## src/rtl/weighted_moving_average_filter_assert.svh

```systemverilog
// assertion macros for the weighted moving average filter
// expects i_clk and i_rst_n in the scope of each use
`ifndef WEIGHTED_MOVING_AVERAGE_FILTER_ASSERT_SVH
`define WEIGHTED_MOVING_AVERAGE_FILTER_ASSERT_SVH

// consequent checked in the same cycle as the antecedent
`define WMAF_ASSERT_SAME(label, ante, cons) \
    label: assert property (@(posedge i_clk) disable iff (!i_rst_n) (ante) |-> (cons)) \
        else $error("wmaf: same-cycle check failed");

// consequent checked in the cycle after the antecedent
`define WMAF_ASSERT_NEXT(label, ante, cons) \
    label: assert property (@(posedge i_clk) disable iff (!i_rst_n) (ante) |=> (cons)) \
        else $error("wmaf: next-cycle check failed");

`endif

```

## src/rtl/wmaf_pkg.sv

```systemverilog
// shared types and constants of the weighted moving average filter
// no dependencies
package wmaf_pkg;

    localparam int SAMPLE_BITS = 12;
    localparam int COUNT_BITS  = 6;
    // ring depth and largest usable window
    localparam int MAX_WINDOW  = 32;
    // squared weight reaches 33*33 on the final increment
    localparam int WEIGHT_BITS = 13;
    // squared weight sum for 32 samples is 11440
    localparam int WSUM_BITS   = 17;
    localparam int ACC_BITS    = 32;
    // quotient magnitude never exceeds 2048
    localparam int QUO_BITS    = SAMPLE_BITS + 1;

    localparam int CFG_INDEX_BITS = 1;

    localparam logic [CFG_INDEX_BITS-1:0] CFG_WINDOW_LEN  = 1'b0;
    localparam logic [CFG_INDEX_BITS-1:0] CFG_WEIGHT_MODE = 1'b1;

    localparam logic REQ_ADD   = 1'b0;
    localparam logic REQ_CLEAR = 1'b1;

    localparam logic MODE_LINEAR  = 1'b0;
    localparam logic MODE_SQUARED = 1'b1;

    localparam logic [COUNT_BITS-1:0] WINDOW_LEN_RESET = 6'd30;

    typedef struct packed {
        logic                          req_type;
        logic signed [SAMPLE_BITS-1:0] sample;
    } t_in_req;

    typedef struct packed {
        logic signed [SAMPLE_BITS-1:0] average;
        logic [COUNT_BITS-1:0]         fill_count;
    } t_out_res;

    typedef struct packed {
        logic                done;
        logic [QUO_BITS-1:0] quot;
    } t_div_res;

    typedef enum logic [1:0] {
        ST_IDLE,
        ST_ACC,
        ST_DIV,
        ST_OUT
    } t_state;

endpackage

```

## src/rtl/wmaf_ram.sv

```systemverilog
// generic single-port-write, single-port-read ram with registered read data
// no dependencies
module wmaf_ram #(
    parameter int WIDTH = 12,
    parameter int DEPTH = 32
) (
    input  logic                     i_clk,
    input  logic                     i_we,
    input  logic [$clog2(DEPTH)-1:0] i_waddr,
    input  logic [WIDTH-1:0]         i_wdata,
    input  logic [$clog2(DEPTH)-1:0] i_raddr,
    output logic [WIDTH-1:0]         o_rdata
);

    logic [WIDTH-1:0] r_mem [DEPTH];
    logic [WIDTH-1:0] r_rdata;

    always_ff @(posedge i_clk) begin
        if (i_we) begin
            r_mem[i_waddr] <= i_wdata;
        end
        r_rdata <= r_mem[i_raddr];
    end

    assign o_rdata = r_rdata;

endmodule

```

## src/rtl/wmaf_div.sv

```systemverilog
// restoring divider, one quotient bit per cycle, unsigned operands
// depends on wmaf_pkg
module wmaf_div (
    input  logic                           i_clk,
    input  logic                           i_rst_n,
    input  logic                           i_start,
    input  logic [wmaf_pkg::ACC_BITS-1:0]  i_dividend,
    input  logic [wmaf_pkg::WSUM_BITS-1:0] i_divisor,
    output wmaf_pkg::t_div_res             o_res
);

    localparam int CNT_W = $clog2(wmaf_pkg::QUO_BITS + 1);

    logic                           r_busy;
    logic                           r_done;
    logic [CNT_W-1:0]               r_cnt;
    logic [wmaf_pkg::WSUM_BITS-1:0] r_rem;
    logic [wmaf_pkg::WSUM_BITS-1:0] r_dsr;
    logic [wmaf_pkg::QUO_BITS-1:0]  r_lo;

    logic [wmaf_pkg::WSUM_BITS:0]   w_trial;
    logic                           w_ge;

    assign w_trial = {r_rem, r_lo[wmaf_pkg::QUO_BITS-1]};
    assign w_ge    = (w_trial >= {1'b0, r_dsr});

    always_ff @(posedge i_clk) begin
        if (!i_rst_n) begin
            r_busy <= 1'b0;
            r_done <= 1'b0;
            r_cnt  <= '0;
        end else begin
            r_done <= 1'b0;
            if (i_start) begin
                // dividend < divisor * 2^QUO_BITS, so the high part starts below the divisor
                r_busy <= 1'b1;
                r_cnt  <= CNT_W'(wmaf_pkg::QUO_BITS);
                r_rem  <= wmaf_pkg::WSUM_BITS'(i_dividend >> wmaf_pkg::QUO_BITS);
                r_lo   <= i_dividend[wmaf_pkg::QUO_BITS-1:0];
                r_dsr  <= i_divisor;
            end else if (r_busy) begin
                r_rem <= w_ge ? wmaf_pkg::WSUM_BITS'(w_trial - {1'b0, r_dsr})
                              : wmaf_pkg::WSUM_BITS'(w_trial);
                r_lo  <= {r_lo[wmaf_pkg::QUO_BITS-2:0], w_ge};
                r_cnt <= r_cnt - 1'b1;
                if (r_cnt == CNT_W'(1)) begin
                    r_busy <= 1'b0;
                    r_done <= 1'b1;
                end
            end
        end
    end

    assign o_res.done = r_done;
    assign o_res.quot = r_lo;

endmodule

```

## src/rtl/weighted_moving_average_filter.sv

```systemverilog
// top level of the weighted moving average filter: window bookkeeping,
// accumulation sequencer and output register; depends on wmaf_pkg, wmaf_ram, wmaf_div
//
//  channel | direction | handshake            | payload
//  in      | input     | i_in_valid/o_in_stall | i_in_data  (wmaf_pkg::t_in_req)
//  out     | output    | o_out_valid/i_out_stall| o_out_data (wmaf_pkg::t_out_res)
//  cfg     | input     | i_cfg_we             | i_cfg_index, i_cfg_wdata
//
// an add request walks the sample ram one read a cycle over the n held samples, n being
// the fill count after it, then the divider retires one quotient bit a cycle over 13
// steps; a clear request skips both and goes straight to the output state
// one request is worked on at a time; o_in_stall is high from acceptance until the
// result has moved into the output register, which holds it while i_out_stall is high
// reset is synchronous, active low, and empties the window
`include "weighted_moving_average_filter_assert.svh"

module weighted_moving_average_filter (
    input  logic                                i_clk,
    input  logic                                i_rst_n,
    input  logic                                i_in_valid,
    output logic                                o_in_stall,
    input  wmaf_pkg::t_in_req                   i_in_data,
    output logic                                o_out_valid,
    input  logic                                i_out_stall,
    output wmaf_pkg::t_out_res                  o_out_data,
    input  logic                                i_cfg_we,
    input  logic [wmaf_pkg::CFG_INDEX_BITS-1:0] i_cfg_index,
    input  logic [wmaf_pkg::COUNT_BITS-1:0]     i_cfg_wdata
);

    localparam int MAX_WINDOW = wmaf_pkg::MAX_WINDOW;
    localparam int AW   = $clog2(MAX_WINDOW);
    localparam int CW   = $clog2(MAX_WINDOW + 1);
    localparam int CMPW = (CW > wmaf_pkg::COUNT_BITS) ? CW : wmaf_pkg::COUNT_BITS;
    localparam int SW   = CMPW + 1;
    localparam int HW   = wmaf_pkg::COUNT_BITS + 1;

    // ring index a + b, with a below the depth and b no larger than it
    function automatic logic [AW-1:0] f_wrap(input logic [AW-1:0] a, input logic [HW-1:0] b);
        logic [SW-1:0] s;
        s = SW'(a) + SW'(b);
        if (s >= SW'(MAX_WINDOW)) begin
            s = s - SW'(MAX_WINDOW);
        end
        return AW'(s);
    endfunction

    wmaf_pkg::t_state               r_state, n_state;
    logic [wmaf_pkg::COUNT_BITS-1:0] r_window_len;
    logic                            r_weight_mode;
    logic [wmaf_pkg::COUNT_BITS-1:0] r_held;
    logic [AW-1:0]                   r_oldest;

    logic [AW-1:0]                   r_raddr;
    logic [wmaf_pkg::COUNT_BITS-1:0] r_idx;
    logic                            r_rvld;
    logic [wmaf_pkg::WEIGHT_BITS-1:0] r_w;
    logic [wmaf_pkg::WEIGHT_BITS-1:0] r_wsq;
    logic [wmaf_pkg::WEIGHT_BITS-1:0] r_rwt;
    logic signed [wmaf_pkg::ACC_BITS-1:0] r_acc;
    logic [wmaf_pkg::WSUM_BITS-1:0]  r_wsum;
    logic                            r_neg;
    wmaf_pkg::t_out_res              r_res;
    wmaf_pkg::t_out_res              r_out;
    logic                            r_out_vld;

    logic                            w_in_acc;
    logic                            w_clear;
    logic                            w_full;
    logic [HW-1:0]                   w_h1;
    logic [HW-1:0]                   w_h2;
    logic [AW-1:0]                   w_o1;
    logic [AW-1:0]                   w_waddr;
    logic [wmaf_pkg::COUNT_BITS-1:0] w_len;
    logic [wmaf_pkg::COUNT_BITS-1:0] n_held;
    logic [AW-1:0]                   n_oldest;
    logic                            w_issue;
    logic                            w_div_start;
    logic                            w_out_load;
    logic [wmaf_pkg::SAMPLE_BITS-1:0] w_rdata;
    logic signed [wmaf_pkg::SAMPLE_BITS+wmaf_pkg::WEIGHT_BITS:0] w_prod;
    logic [wmaf_pkg::ACC_BITS-1:0]   w_mag;
    logic [wmaf_pkg::QUO_BITS-1:0]   w_avg;
    wmaf_pkg::t_div_res              w_div;

    assign o_in_stall = (r_state != wmaf_pkg::ST_IDLE);
    assign w_in_acc   = i_in_valid && !o_in_stall;
    assign w_clear    = (i_in_data.req_type == wmaf_pkg::REQ_CLEAR);

    // window bookkeeping for an add request
    always_comb begin
        w_full = (CMPW'(r_held) >= CMPW'(MAX_WINDOW));
        w_h1   = w_full ? HW'(r_held) - 1'b1 : HW'(r_held);
        w_o1   = w_full ? f_wrap(r_oldest, HW'(1)) : r_oldest;
        w_waddr = f_wrap(w_o1, w_h1);
        w_h2   = w_h1 + 1'b1;
        if (r_window_len == '0) begin
            w_len = wmaf_pkg::COUNT_BITS'(1);
        end else if (CMPW'(r_window_len) > CMPW'(MAX_WINDOW)) begin
            w_len = wmaf_pkg::COUNT_BITS'(MAX_WINDOW);
        end else begin
            w_len = r_window_len;
        end
        if (w_h2 > HW'(w_len)) begin
            // window shrunk or full: keep only the newest w_len samples
            n_held   = w_len;
            n_oldest = f_wrap(w_o1, w_h2 - HW'(w_len));
        end else begin
            n_held   = wmaf_pkg::COUNT_BITS'(w_h2);
            n_oldest = w_o1;
        end
    end

    assign w_issue = (r_state == wmaf_pkg::ST_ACC) && (r_idx != r_held);

    always_comb begin
        n_state     = r_state;
        w_div_start = 1'b0;
        w_out_load  = 1'b0;
        case (r_state)
            wmaf_pkg::ST_IDLE: begin
                if (w_in_acc) begin
                    n_state = w_clear ? wmaf_pkg::ST_OUT : wmaf_pkg::ST_ACC;
                end
            end
            wmaf_pkg::ST_ACC: begin
                if ((r_idx == r_held) && !r_rvld) begin
                    n_state     = wmaf_pkg::ST_DIV;
                    w_div_start = 1'b1;
                end
            end
            wmaf_pkg::ST_DIV: begin
                if (w_div.done) begin
                    n_state = wmaf_pkg::ST_OUT;
                end
            end
            wmaf_pkg::ST_OUT: begin
                if (!r_out_vld || !i_out_stall) begin
                    n_state    = wmaf_pkg::ST_IDLE;
                    w_out_load = 1'b1;
                end
            end
            default: begin
                n_state = wmaf_pkg::ST_IDLE;
            end
        endcase
    end

    always_ff @(posedge i_clk) begin
        if (!i_rst_n) begin
            r_state <= wmaf_pkg::ST_IDLE;
        end else begin
            r_state <= n_state;
        end
    end

    wmaf_ram #(
        .WIDTH (wmaf_pkg::SAMPLE_BITS),
        .DEPTH (MAX_WINDOW)
    ) u_store (
        .i_clk   (i_clk),
        .i_we    (w_in_acc && !w_clear),
        .i_waddr (w_waddr),
        .i_wdata (i_in_data.sample),
        .i_raddr (r_raddr),
        .o_rdata (w_rdata)
    );

    assign w_prod = $signed(w_rdata) * $signed({1'b0, r_rwt});
    assign w_mag  = r_acc[wmaf_pkg::ACC_BITS-1] ? wmaf_pkg::ACC_BITS'(-r_acc)
                                                : wmaf_pkg::ACC_BITS'(r_acc);
    assign w_avg  = r_neg ? -w_div.quot : w_div.quot;

    wmaf_div u_div (
        .i_clk      (i_clk),
        .i_rst_n    (i_rst_n),
        .i_start    (w_div_start),
        .i_dividend (w_mag),
        .i_divisor  (r_wsum),
        .o_res      (w_div)
    );

    always_ff @(posedge i_clk) begin
        if (!i_rst_n) begin
            r_window_len  <= wmaf_pkg::WINDOW_LEN_RESET;
            r_weight_mode <= wmaf_pkg::MODE_LINEAR;
            r_held        <= '0;
            r_oldest      <= '0;
            r_rvld        <= 1'b0;
            r_out_vld     <= 1'b0;
        end else begin
            if (i_cfg_we) begin
                case (i_cfg_index)
                    wmaf_pkg::CFG_WINDOW_LEN:  r_window_len  <= i_cfg_wdata;
                    wmaf_pkg::CFG_WEIGHT_MODE: r_weight_mode <= i_cfg_wdata[0];
                    default: ;
                endcase
            end

            if (w_in_acc) begin
                if (w_clear) begin
                    r_held           <= '0;
                    r_oldest         <= '0;
                    r_res.average    <= '0;
                    r_res.fill_count <= '0;
                end else begin
                    r_held           <= n_held;
                    r_oldest         <= n_oldest;
                    r_res.fill_count <= n_held;
                    // walk starts at the oldest slot with weight one
                    r_raddr <= n_oldest;
                    r_idx   <= '0;
                    r_w     <= wmaf_pkg::WEIGHT_BITS'(1);
                    r_wsq   <= wmaf_pkg::WEIGHT_BITS'(1);
                    r_acc   <= '0;
                    r_wsum  <= '0;
                end
            end

            r_rvld <= w_issue;
            if (w_issue) begin
                r_raddr <= f_wrap(r_raddr, HW'(1));
                r_idx   <= r_idx + 1'b1;
                r_rwt   <= (r_weight_mode == wmaf_pkg::MODE_SQUARED) ? r_wsq : r_w;
                r_w     <= r_w + 1'b1;
                // (w+1)^2 = w^2 + 2w + 1
                r_wsq   <= r_wsq + wmaf_pkg::WEIGHT_BITS'({r_w, 1'b1});
            end

            if (r_rvld) begin
                r_acc  <= r_acc + wmaf_pkg::ACC_BITS'(w_prod);
                r_wsum <= r_wsum + wmaf_pkg::WSUM_BITS'(r_rwt);
            end

            if (w_div_start) begin
                r_neg <= r_acc[wmaf_pkg::ACC_BITS-1];
            end

            if ((r_state == wmaf_pkg::ST_DIV) && w_div.done) begin
                r_res.average <= wmaf_pkg::SAMPLE_BITS'(w_avg);
            end

            if (w_out_load) begin
                r_out_vld <= 1'b1;
                r_out     <= r_res;
            end else if (!i_out_stall) begin
                r_out_vld <= 1'b0;
            end
        end
    end

    assign o_out_valid = r_out_vld;
    assign o_out_data  = r_out;

    `WMAF_ASSERT_SAME(a_held_in_range, 1'b1, CMPW'(r_held) <= CMPW'(MAX_WINDOW))
    `WMAF_ASSERT_SAME(a_walk_bounded, r_state == wmaf_pkg::ST_ACC, r_idx <= r_held)
    `WMAF_ASSERT_SAME(a_div_done_in_div, w_div.done, r_state == wmaf_pkg::ST_DIV)
    `WMAF_ASSERT_NEXT(a_clear_empties, w_in_acc && w_clear, r_held == '0 && r_oldest == '0)

endmodule

```

## config.mk

```make
export PLATFORM = sky130hd
export DESIGN_NAME = weighted_moving_average_filter
export DESIGN_NICKNAME = d
export VERILOG_FILES = /design/src/rtl/wmaf_pkg.sv /design/src/rtl/wmaf_ram.sv /design/src/rtl/wmaf_div.sv /design/src/rtl/weighted_moving_average_filter.sv
export VERILOG_INCLUDE_DIRS = /design/src /design/src/rtl
export SDC_FILE = /design/constraint.sdc
export NUM_CORES = 1
export LEC_CHECK = 0
export ABC_AREA = 1
export BUFFER_PORTS_ARGS = -buffer_cell sky130_fd_sc_hd__buf_4
export CORE_ASPECT_RATIO = 1.5
export CORE_MARGIN = 4
export CORE_UTILIZATION = 35
export CTS_BUF_LIST = sky130_fd_sc_hd__clkbuf_2
export CTS_CLUSTER_DIAMETER = 120
export DETAILED_ROUTE_END_ITERATION = 16
export GPL_ROUTABILITY_DRIVEN = 0
export SLEW_MARGIN = 20
export SYNTH_ARGS = -nofsm -noshare
export SYNTH_HDL_FRONTEND = slang
export SYNTH_HIERARCHICAL = 1
export SYNTH_SLANG_ARGS = --single-unit
export TNS_END_PERCENT = 5
```

## constraint.sdc

```tcl
create_clock -name i_clk -period 10 [get_ports i_clk]
set_input_delay 0.5 -clock i_clk [delete_from_list [all_inputs] [get_ports i_clk]]
set_output_delay 0.5 -clock i_clk [all_outputs]
set_load 0.01 [all_outputs]
```

==> impl_metrics.env <==
export IMPL_max_freq_mhz=164
export IMPL_drv_slew=0
export IMPL_clkSinkCount=607
export IMPL_io_buffer_count=44
export IMPL_dp_hpwl_um=62900
export IMPL_initialDrtViolationCount=1570
export IMPL_grt_max_degree=195
export IMPL_clkTransAtPathRegs_ns=0.09
export IMPL_h_tree_depth=4
export IMPL_placed_cell_area_um2=37400
export IMPL_worstHoldStart="i_in_data[6]"
export IMPL_r2r_start="u_store/o_rdata[11]"
export IMPL_reg2reg_slack_ns=3.89
export IMPL_arrival_ns=7.11
export IMPL_min_period_over_period_pct=61.1
export IMPL_rsz0062_at_grt="false"
export IMPL_finClkSkew_ns=0.110
export IMPL_dr_total_vias=26800
export IMPL_rows=143
export IMPL_crit_path_cell_trace="inv_1 > or2_2 > fa_1 > fa_1 > inv_1 > fa_1 > fa_1 > fa_1 > fa_1 > ha_1 > a21oi_1 > nor2_1 > nor2_1 > nand3_1 > nand2_1 > nand2_1 > nor2_1 > nor2_1"
export IMPL_syn_nets=4233
export IMPL_hp_class="in2reg"
export IMPL_worst_path_most_repeated_cell="fa_1"
export IMPL_nFillCells=10100
export IMPL_start_kind="flip-flop"
export IMPL_wire_per_inst_um=16.7
export IMPL_netlist_area_um2=35800
export IMPL_path_class="reg2reg"
export IMPL_clk_latency_ns=1.34
export IMPL_core_area_um2=101000
export IMPL_netlist_instances=3885
export IMPL_crit_path_start="u_store/o_rdata[11]"
export IMPL_post_cts_buffers=0
export IMPL_initial_core_util_pct=35.3
export IMPL_worst_pin_slew_ns=1.07
export IMPL_antenna_left=0
export IMPL_worst_path_max_fanout=13
export IMPL_crit_required_ns=11.00
export IMPL_finalHoldViolations=0
export IMPL_fin_nets=4397
export IMPL_yosysWarnings=6
export IMPL_max_stage_delay_ns=0.68
export IMPL_cts_buffer_depth=3
export IMPL_overflow=0
export IMPL_avgSynthCellArea_um2=9.23
export IMPL_dieArea_um2=108000
export IMPL_grt_usage_pct=17.0
export IMPL_routed_wl_um=91400
export IMPL_critPathSlowestCell="dfxtp_1"
export IMPL_die_y_um=400
export IMPL_relSlewSlack_pct=28.3
export IMPL_status="finished clean"
export IMPL_layout_drive_gt1_share_pct=8.94
export IMPL_stdcell_area_um2=39500
export IMPL_viasPerCell=4.90
export IMPL_cts_root_buf="clkbuf_2"
export IMPL_cts_buffers=155
export IMPL_cap_viol_max_count=0
export IMPL_grt_pass1_vias=27400
export IMPL_cts_tree="yes"
export IMPL_io_pins=45
export IMPL_die_w_um=269
export IMPL_finalCriticalPeriod_ns=6.11
export IMPL_cp_end_kind="flip-flop"
export IMPL_area_delta_synth_final_pct=10.2
export IMPL_setup_tns_ns=0
export IMPL_setup_violations=0
export IMPL_firstDrtPassIters=6
export IMPL_drc=0
export IMPL_antenna_found_initial=2
export IMPL_grt_pass1_wl_um=146000
## area by class of cell
cell class / count / area [um^2] / share of cell area (%)
Sequential cell: 607 / 17800 / 45.1
Tap cell: 1305 / 1630 / 4.13
Clock inverter: 56 / 309 / 0.782
Multi-Input combinational cell: 2639 / 15500 / 39.2
Antenna cell: 3 / 7.51 / 0.0190
Clock buffer: 214 / 1070 / 2.71
Inverter: 501 / 1890 / 4.77
Timing Repair Buffer: 145 / 1270 / 3.21
## cells in the final DEF, fill, tap and decap left out, types with 78 or more instances in the layout
master	n
nand3_1	441
fa_1	142
buf_4	78
nor2_1	215
ha_1	181
edfxtp_1	567
o21ai_0	91
inv_1	491
nand2_1	1191
clkbuf_2	214
a21oi_1	129
## state kept, by name (all words and copies together), names as in the netlist, 5 cells and up
register	flops
o_out_data	18
r_acc	32
r_held	6
r_idx	6
r_oldest	5
r_raddr	5
r_res	18
r_rwt	13
r_w	13
r_window_len	6
r_wsq	13
r_wsum	17
u_div/r_dsr	17
u_div/r_lo	13
u_div/r_rem	17
u_store/o_rdata	12
u_store/r_mem	384
## metal layers
metal	vias up	global-route usage, %	routed length, um	part of all wire [%]
met5	-	0	0	0
met4	0	8.67	4230	4.6
met3	234	2.90	3760	4.1
met2	640	31.9	48000	53
met1	12800	18.4	35300	39
li1	13200	-	-	-
## critical path: cells and delay by family, from the launching register on
family                   cells  cell delay [ns]
AND/OR/NAND/NOR              8             1.15
adder cells (fa/ha/maj)      7             3.44
AO/OA/AOI/OAI                1             0.18
flip-flops                   1             0.68
buffers and inverters        2             0.43
## through the flow
stage | worst slack [ns] | instances | utilization (%) | hold WS (ns)
finish | 3.89 | 5470 | 38.9 | 0.179
floorplan | 4.45 | 3885 | - | 0.400
detailed placement | 3.86 | 5131 | 36.9 | 0.405
CTS | 3.89 | 5467 | 38.9 | 0.000487
global placement | 3.93 | 5131 | 36.9 | 0.401
global route | 3.50 | 5470 | 38.9 | 0.0284
## path summary, 6_finish.rpt
kind	cells after the start	endpoint
setup / recovery	18	r_acc[16]
hold / removal	2	u_store/r_mem[8][6]
setup reg to reg	18	r_acc[16]
hold reg to reg	0	o_out_data[11]
## timing repair
action | 4_1_cts | 5_1_grt
endpoints found under the hold margin | 511 | 0
hold buffers | 66 | 0
gates resized for setup | 0 | 0
Power is not shown: default switching activity piles up to over one toggle a cycle in this logic, so the estimate is an artifact.
